--- config.mk ---
export PLATFORM = sky130hd
export DESIGN_NAME = combining_mark_reorder_core
export DESIGN_NICKNAME = d
export VERILOG_FILES = /design/src/hdl/cmr_pkg.sv /design/src/hdl/cmr_front.sv /design/src/hdl/cmr_queue.sv /design/src/hdl/cmr_back.sv /design/src/hdl/combining_mark_reorder_core.sv
export SDC_FILE = /design/constraint.sdc
export NUM_CORES = 1
export LEC_CHECK = 0
export BUFFER_PORTS_ARGS = -buffer_cell sky130_fd_sc_hd__buf_2
export CAP_MARGIN = 15
export CORE_ASPECT_RATIO = 0.8
export CORE_UTILIZATION = 60
export CTS_CLUSTER_SIZE = 24
export DETAILED_ROUTE_END_ITERATION = 8
export MAX_ROUTING_LAYER = met4
export PLACE_DENSITY = 0.78
export REMOVE_ABC_BUFFERS = 1
export SYNTH_ARGS = -nofsm -noshare
export SYNTH_HDL_FRONTEND = slang
export SYNTH_HIERARCHICAL = 1
export SYNTH_SLANG_ARGS = --single-unit
--- constraint.sdc ---
create_clock -name i_clk -period 6.5 [get_ports i_clk]
set_input_delay 1.3 -clock i_clk [delete_from_list [all_inputs] [get_ports i_clk]]
set_output_delay 1.3 -clock i_clk [all_outputs]
set_load 0.03 [all_outputs]
--- src/hdl/cmr_pkg.sv ---
// Shared types and constants for the combining mark reorder block.
package cmr_pkg;

    localparam int CharW  = 8;
    localparam int CountW = 16;
    localparam int LevelW = 3;
    localparam int Slots  = 3;

    localparam logic [CountW-1:0] LimitReset = 16'hFFFF;

    localparam logic signed [LevelW-1:0] LVL_BELOW = -3'sd1;
    localparam logic signed [LevelW-1:0] LVL_BASE  = 3'sd0;
    localparam logic signed [LevelW-1:0] LVL_ABOVE = 3'sd1;
    localparam logic signed [LevelW-1:0] LVL_TONE  = 3'sd2;
    localparam logic signed [LevelW-1:0] LVL_MARK3 = 3'sd3;

    // One queued job: the compacted characters to emit, how many, whether a
    // terminator follows, and the written count before the first of them.
    typedef struct packed {
        logic [Slots-1:0][CharW-1:0] chars;
        logic [1:0]                  n_chars;
        logic                        term;
        logic [CountW-1:0]           cnt0;
    } t_job;

    typedef struct packed {
        logic push;
        t_job job;
    } t_qwr;

    typedef struct packed {
        logic not_empty;
        t_job job;
    } t_qrd;

endpackage

--- src/hdl/cmr_front.sv ---
// Front end: accepts items, keeps the cluster and room, builds flush jobs.
module cmr_front (
    input  logic                          i_clk,
    input  logic                          i_rst_n,
    input  logic                          i_accept,
    input  logic [cmr_pkg::CharW-1:0]     i_char_code,
    input  logic signed [cmr_pkg::LevelW-1:0] i_char_level,
    input  logic                          i_end_of_string,
    input  logic                          i_cfg_we,
    input  logic [cmr_pkg::CountW-1:0]    i_cfg_data,
    output cmr_pkg::t_qwr                 o_qwr
);
    import cmr_pkg::*;

    logic [CountW-1:0] r_limit, n_limit;
    logic [CountW-1:0] r_room, n_room;
    logic [CharW-1:0]  r_base, n_base;
    logic [CharW-1:0]  r_below, n_below;
    logic [CharW-1:0]  r_above, n_above;
    logic              r_above3, n_above3;
    logic [CharW-1:0]  r_top, n_top;

    logic              has_mid, has_top, can_flush, room_ok;
    logic [CharW-1:0]  mid_char;
    logic [1:0]        n_cand, n_emit;
    logic [CountW-1:0] room_m1;
    t_job              job;

    assign has_mid   = (r_below != '0) || (r_above != '0);
    assign mid_char  = (r_below != '0) ? r_below : r_above;
    assign has_top   = (r_top != '0);
    assign room_ok   = (r_room > CountW'(1));
    assign can_flush = room_ok && (r_base != '0);
    assign n_cand    = 2'd1 + {1'b0, has_mid} + {1'b0, has_top};
    assign room_m1   = r_room - CountW'(1);

    always_comb begin
        if (!can_flush) begin
            n_emit = 2'd0;
        end else if (room_m1 < {{(CountW-2){1'b0}}, n_cand}) begin
            n_emit = room_m1[1:0];
        end else begin
            n_emit = n_cand;
        end
    end

    always_comb begin
        job.chars[0] = r_base;
        job.chars[1] = has_mid ? mid_char : r_top;
        job.chars[2] = r_top;
        job.n_chars  = n_emit;
        job.term     = i_end_of_string;
        job.cnt0     = r_limit - r_room;
    end

    always_comb begin
        n_limit  = r_limit;
        n_room   = r_room;
        n_base   = r_base;
        n_below  = r_below;
        n_above  = r_above;
        n_above3 = r_above3;
        n_top    = r_top;
        o_qwr.push = 1'b0;
        o_qwr.job  = job;
        if (i_cfg_we) begin
            n_limit  = i_cfg_data;
            n_room   = i_cfg_data;
            n_base   = '0;
            n_below  = '0;
            n_above  = '0;
            n_above3 = 1'b0;
            n_top    = '0;
        end else if (i_accept && i_end_of_string) begin
            o_qwr.push = 1'b1;
            n_room     = r_limit;
            n_base     = '0;
            n_below    = '0;
            n_above    = '0;
            n_above3   = 1'b0;
            n_top      = '0;
        end else if (i_accept && room_ok) begin
            case (i_char_level)
                LVL_BASE: begin
                    o_qwr.push = (n_emit != 2'd0);
                    n_room     = r_room - CountW'(n_emit);
                    n_base     = i_char_code;
                    n_below    = '0;
                    n_above    = '0;
                    n_above3   = 1'b0;
                    n_top      = '0;
                end
                LVL_BELOW: n_below = i_char_code;
                LVL_ABOVE: begin
                    if ((r_above != '0) && r_above3) begin
                        n_top = r_above;
                    end
                    n_above  = i_char_code;
                    n_above3 = 1'b0;
                end
                LVL_TONE: n_top = i_char_code;
                LVL_MARK3: begin
                    if (r_above == '0) begin
                        n_above  = i_char_code;
                        n_above3 = 1'b1;
                    end else begin
                        n_top = i_char_code;
                    end
                end
                default: ;  // undefined levels are ignored
            endcase
        end
    end

    always_ff @(posedge i_clk) begin
        if (!i_rst_n) begin
            r_limit  <= LimitReset;
            r_room   <= LimitReset;
            r_base   <= '0;
            r_below  <= '0;
            r_above  <= '0;
            r_above3 <= 1'b0;
            r_top    <= '0;
        end else begin
            r_limit  <= n_limit;
            r_room   <= n_room;
            r_base   <= n_base;
            r_below  <= n_below;
            r_above  <= n_above;
            r_above3 <= n_above3;
            r_top    <= n_top;
        end
    end

endmodule

--- src/hdl/cmr_queue.sv ---
// Small job queue between the front end and the output sequencer.
module cmr_queue #(
    parameter int DEPTH = 4
) (
    input  logic          i_clk,
    input  logic          i_rst_n,
    input  cmr_pkg::t_qwr i_qwr,
    input  logic          i_pop,
    output cmr_pkg::t_qrd o_qrd,
    output logic          o_full
);
    import cmr_pkg::*;

    localparam int AW = (DEPTH > 1) ? $clog2(DEPTH) : 1;
    localparam int CW = $clog2(DEPTH + 1);

    t_job          r_mem [DEPTH];
    logic [AW-1:0] r_wr_ptr, n_wr_ptr;
    logic [AW-1:0] r_rd_ptr, n_rd_ptr;
    logic [CW-1:0] r_count, n_count;
    logic          do_push, do_pop;

    assign o_full          = (r_count == CW'(DEPTH));
    assign o_qrd.not_empty = (r_count != '0);
    assign o_qrd.job       = r_mem[r_rd_ptr];

    assign do_push = i_qwr.push && !o_full;
    assign do_pop  = i_pop && o_qrd.not_empty;

    always_comb begin
        n_wr_ptr = r_wr_ptr;
        n_rd_ptr = r_rd_ptr;
        if (do_push) begin
            n_wr_ptr = (r_wr_ptr == AW'(DEPTH - 1)) ? '0 : r_wr_ptr + AW'(1);
        end
        if (do_pop) begin
            n_rd_ptr = (r_rd_ptr == AW'(DEPTH - 1)) ? '0 : r_rd_ptr + AW'(1);
        end
        n_count = r_count + CW'(do_push) - CW'(do_pop);
    end

    always_ff @(posedge i_clk) begin
        if (!i_rst_n) begin
            r_wr_ptr <= '0;
            r_rd_ptr <= '0;
            r_count  <= '0;
        end else begin
            r_wr_ptr <= n_wr_ptr;
            r_rd_ptr <= n_rd_ptr;
            r_count  <= n_count;
        end
    end

    always_ff @(posedge i_clk) begin
        if (do_push) begin
            r_mem[r_wr_ptr] <= i_qwr.job;
        end
    end

endmodule

--- src/hdl/cmr_back.sv ---
// Back end: walks the head job one result per cycle, while the output is not stalled, into the output register.
module cmr_back (
    input  logic                       i_clk,
    input  logic                       i_rst_n,
    input  cmr_pkg::t_qrd              i_qrd,
    output logic                       o_pop,
    output logic                       o_valid,
    input  logic                       i_stall,
    output logic [cmr_pkg::CharW-1:0]  o_out_char,
    output logic                       o_is_terminator,
    output logic [cmr_pkg::CountW-1:0] o_written_count,
    output logic                       o_last_of_run
);
    import cmr_pkg::*;

    logic [1:0]        r_pos, n_pos;
    logic              r_valid, n_valid;
    logic [CharW-1:0]  r_char;
    logic              r_term;
    logic [CountW-1:0] r_count;
    logic              r_last;

    logic              load, is_char, last;
    logic [2:0]        total;
    logic [CountW-1:0] count;
    logic [CharW-1:0]  ch;

    assign load    = i_qrd.not_empty && (!r_valid || !i_stall);
    assign is_char = (r_pos < i_qrd.job.n_chars);
    assign total   = {1'b0, i_qrd.job.n_chars} + {2'b00, i_qrd.job.term};
    assign last    = ({1'b0, r_pos} == total - 3'd1);
    assign ch      = is_char ? i_qrd.job.chars[r_pos] : '0;
    // chars count themselves; the terminator carries the total so far
    assign count   = i_qrd.job.cnt0 + CountW'(r_pos) + CountW'(is_char);
    assign o_pop   = load && last;

    always_comb begin
        n_pos   = r_pos;
        n_valid = r_valid && i_stall;
        if (load) begin
            n_valid = 1'b1;
            n_pos   = last ? 2'd0 : r_pos + 2'd1;
        end
    end

    always_ff @(posedge i_clk) begin
        if (!i_rst_n) begin
            r_pos   <= '0;
            r_valid <= 1'b0;
        end else begin
            r_pos   <= n_pos;
            r_valid <= n_valid;
        end
    end

    always_ff @(posedge i_clk) begin
        if (load) begin
            r_char  <= ch;
            r_term  <= !is_char;
            r_count <= count;
            r_last  <= last;
        end
    end

    assign o_valid         = r_valid;
    assign o_out_char      = r_char;
    assign o_is_terminator = r_term;
    assign o_written_count = r_count;
    assign o_last_of_run   = r_last;

endmodule

--- src/hdl/combining_mark_reorder_core.sv ---
// Top level of the combining mark reorder block.
//
//  channel  | handshake            | payload
//  ---------+----------------------+---------------------------------------------
//  input    | i_valid / o_stall    | i_char_code, i_char_level, i_end_of_string
//  output   | o_valid / i_stall    | o_out_char, o_is_terminator, o_written_count,
//           |                      | o_last_of_run
//  config   | i_cfg_we             | i_cfg_data (out_limit)
//
// The front end takes one item per cycle while the job queue has a free slot;
// each item that yields results queues one job.
// The back end emits one result per cycle while i_stall is low, so a job with
// 1 to 4 results holds it until all are emitted; the queue absorbs short bursts.
// Results pass through the job queue and then the output register before they are valid.
// Reset is synchronous and needs no clearing pass; out_limit returns to 65535.
// o_stall follows queue fullness only; the output register holds under i_stall.
module combining_mark_reorder_core #(
    parameter int QUEUE_DEPTH = 4
) (
    input  logic                              i_clk,
    input  logic                              i_rst_n,
    input  logic                              i_valid,
    output logic                              o_stall,
    input  logic [cmr_pkg::CharW-1:0]         i_char_code,
    input  logic signed [cmr_pkg::LevelW-1:0] i_char_level,
    input  logic                              i_end_of_string,
    output logic                              o_valid,
    input  logic                              i_stall,
    output logic [cmr_pkg::CharW-1:0]         o_out_char,
    output logic                              o_is_terminator,
    output logic [cmr_pkg::CountW-1:0]        o_written_count,
    output logic                              o_last_of_run,
    input  logic                              i_cfg_we,
    input  logic [cmr_pkg::CountW-1:0]        i_cfg_data
);
    import cmr_pkg::*;

    t_qwr qwr;
    t_qrd qrd;
    logic q_full, pop, accept;

    assign o_stall = q_full;
    assign accept  = i_valid && !q_full;

    cmr_front u_front (
        .i_clk           (i_clk),
        .i_rst_n         (i_rst_n),
        .i_accept        (accept),
        .i_char_code     (i_char_code),
        .i_char_level    (i_char_level),
        .i_end_of_string (i_end_of_string),
        .i_cfg_we        (i_cfg_we),
        .i_cfg_data      (i_cfg_data),
        .o_qwr           (qwr)
    );

    cmr_queue #(
        .DEPTH (QUEUE_DEPTH)
    ) u_queue (
        .i_clk   (i_clk),
        .i_rst_n (i_rst_n),
        .i_qwr   (qwr),
        .i_pop   (pop),
        .o_qrd   (qrd),
        .o_full  (q_full)
    );

    cmr_back u_back (
        .i_clk           (i_clk),
        .i_rst_n         (i_rst_n),
        .i_qrd           (qrd),
        .o_pop           (pop),
        .o_valid         (o_valid),
        .i_stall         (i_stall),
        .o_out_char      (o_out_char),
        .o_is_terminator (o_is_terminator),
        .o_written_count (o_written_count),
        .o_last_of_run   (o_last_of_run)
    );

endmodule

==> summary.txt <==
Synthesis
  – Async SR Flop Fraction: 0%
  – Yosys cell types: 70
  – Count leader, synth: edfxtp_1
  – Ys flop type: edfxtp_1
  – Main area contributors after synthesis: edfxtp_1 (47%), dfxtp_1 (12%), mux4_2 (7.1%)
  – Post-synth top area cell: edfxtp_1
  – Post-synth top cells: edfxtp_1 (198), nor2_1 (89), nand2_1 (78), dfxtp_1 (77), a21oi_1 (59)
  – Seq cells post-synth: roughly 280
  – Syn Std Cell Area: around 13000 sq um
  – Post-synth EDFFs: roughly 200
  – Sequential area share after synthesis: about three fifths
  – Yosys warning total: 6
  – Synthesized instance count: approximately 1000
  – Avg Cell Area, Syn: 13.0 sq um
  – Post-synth top area share: a little under half

Setup path
  – Worst-path maximum fanout: 11
  – CP Launch Type: flip-flop
  – Worst path cell trace: or4_1, nor2_1, nand2_1, inv_1, ha_1, ha_1, o21ai_0, nand4_1, a211oi_1, mux2i_1, inv_1, ha_1, inv_1, fa_1, nor3_1, nand3_1, nor3_1, xnor2_1, a211oi_1, a211oi_1, o21ai_1
  – CP required: between 6 and 7 ns
  – CP arrival: 6.03 ns
  – CP max-delay cell: or4_1
  – Max incr delay on CP: between 0.5 and 0.6 ns
  – Endpoint class of the critical path: flip-flop
  – Critical path class: reg -> reg
  – CP top delay family: simple AND/OR/NAND/NOR gates
  – CP Buf/Inv Count: 3
  – FF-to-FF setup slack: 0.85 ns

Global routing
  – Initial antenna violation count: 0
  – First-pass GRT wire length: between 40000 and 50000 um
  – Number of global-route vias before repair: about 7500
  – Largest net degree at the start of global routing: 52
  – GRT Util Overall: roughly 26%
  – GR Overflow Total: 0

Timing
  – Worst-Margin Slew: 1.11 ns
  – Peak Freq: about 180 MHz
  – Setup violations, final: 0
  – Worst Slack Setup Final: ~0.85 ns
  – Final hold vios: 0
  – Clock Skews: about 0.013 ns
  – Final period util: 86.9%
  – Setup TNS: 0 ns
  – Final Slew Violations: 0
  – RSZ-0062 raised after global routing: no
  – Final min period: 5.65 ns
  – Worst hold slack: 0.479 ns
  – Slew margin rel.: a little over a quarter

Clock tree
  – Clock sink count: between 200 and 300
  – Clk pin slew, worst setup/hold paths: about 0.060 ns
  – Post-CTS Setup Inserts: 0
  – CTS resizes: 0
  – Root Buffer: clkbuf_16
  – Hold-fix buffers, CTS: 0
  – CTS tree: built
  – Worst-skew pair later-pin latency: around 0.54 ns
  – CTS Buf Count: 27
  – Max clock buf depth: 3
  – H-tree levels: 1

Route
  – Vias: between 7000 and 8000
  – Uppermost layer routed: met4
  – Met3 routed WL: between 1500 and 2000 um
  – Wl on met1: approximately 12000 um
  – Via/cell ratio: roughly 6
  – DRC Markers: 0
  – Initial DRT Pass Iterations: 5
  – Routed length per instance: 19.9 um
  – Met2 WL: ~11000 um
  – Drt first-iter violations: 790
  – Final ANT Viol Nets: 0
  – Routed WL: about 26000 um

Finish
  – Share of cells above drive strength 1: 16.2%
  – Final net count: 1093
  – Design Area, Final: about 14000 sq um
  – N_diodes: 0
  – Layout area overhead: 9.65%
  – Area of the multi-input gates: ~4700 sq um
  – Fillers: between 1500 and 2000
  – Area occupied by registers: roughly 7500 sq um

Floorplan
  – Die H: around 130 um
  – Die extent in x: about 160 um
  – Initial Util: between 60 and 70%
  – Num rows: 47
  – I/O pin cnt: 61
  – Core Area: just over 20000 sq um
  – Die Area: about 22000 sq um

Flow run
  – Max Cap Viol: 0

Placement
  – Post-DP HPWL: around 17000 um
  – Number of buffers added on ports: 60
  – Placement Cell Area: roughly 13000 sq um
  – DP Worst Slack: 0.985 ns
  – GP Congestion: ~0.91

Worst hold path
  – Hold WC Path Type: reg -> reg

Run status
  – Outcome: completed

Power and ir drop
  – Power per cell area: between 200 and 300 nW/um^2
  – Lkg Pwr: 4.62 nW
  – Worst VDD drop: ~180 uV
where the power goes:
group	total, mW	switching, mW	internal, mW	leakage [nW]
Clock	1.47	0.630	0.842	0.398
Sequential	1.97	0.0306	1.94	2.25
Combinational	0.333	0.211	0.122	1.98
registers in the layout, indices dropped and copies added, names as in the netlist, named ones only:
register and count:
u_back/o_last_of_run 1, u_back/o_valid 1, u_queue/r_count 3, u_back/o_is_terminator 1, u_back/o_out_char 8, u_front/r_above 8
u_front/r_room 16, u_back/o_written_count 16, u_front/r_base 8, u_front/r_above3 1, u_queue/r_rd_ptr 2, u_queue/r_wr_ptr 2
u_queue/r_mem 172, u_front/r_below 8, u_back/r_pos 2, u_front/r_limit 16, u_front/r_top 8
layer usage:
metal	vias up	global-route usage, %
met4	0	6.22
met5	-	-
met2	318	35.5
met1	3844	39.4
li1	3726	-
met3	43	4.12
path summary, 6_finish.rpt:
check,cells past startpoint,startpoint,to
worst max-delay path,21,u_front/r_above[0],u_front/r_room[12]
worst min-delay path,2,u_front/r_below[5],u_front/r_below[5]
worst max register to register,21,u_front/r_above[0],u_front/r_room[12]
worst min register to register,2,u_front/r_below[5],u_front/r_below[5]
metrics by stage:
step / utilization [%] / power (mW) / cells
final: 67.1 / 3.78 / 1310
after global routing: 67.1 / 3.91 / 1310
after CTS: 67.1 / 3.79 / 1310
after detailed placement: 63.1 / 2.34 / 1263
after global placement: 63.1 / 2.33 / 1263
after floorplan: - / 2.23 / 925
cells by family after synthesis:
logic type	share of synthesized area [%]
flops	59.1
compound gates	8.17
simple gates	11.4
xor+xnor	3.11
buf+inv	3.71
fa+ha+maj	3.95
mux	10.5
layout make-up:
cell class / count / area share (%)
clock inverter: 13 / 0.883
timing repair buffer: 69 / 2.65
sequential: 275 / 53.9
tap: 269 / 2.42
inverter: 39 / 1.05
multi-input combinational: 611 / 34.0
clock buffer: 34 / 5.06
worst register-to-register path: cells and delay by family, from the launching register on:
family | cells | cell delay [ns]
compound gates | 5 | 0.98
fa+ha+maj | 4 | 1.01
simple gates | 7 | 2.47
buf+inv | 3 | 0.38
flops | 1 | 0.34
xor+xnor | 1 | 0.15
mux | 1 | 0.17
layout by cell type (no fill, tap or decap), types with 18 or more instances in the layout:
cell and count:
edfxtp_1 198, a211oi_1 24, nand3_1 25, dfxtp_1 75, mux4_2 40, inv_1 39
mux2i_1 35, ha_1 32, xnor2_1 37, nand2_1 78, o21ai_0 18, nor2_1 89
clkbuf_16 27, a21oi_1 59, buf_2 60
Power figures use the tool's default switching activity.
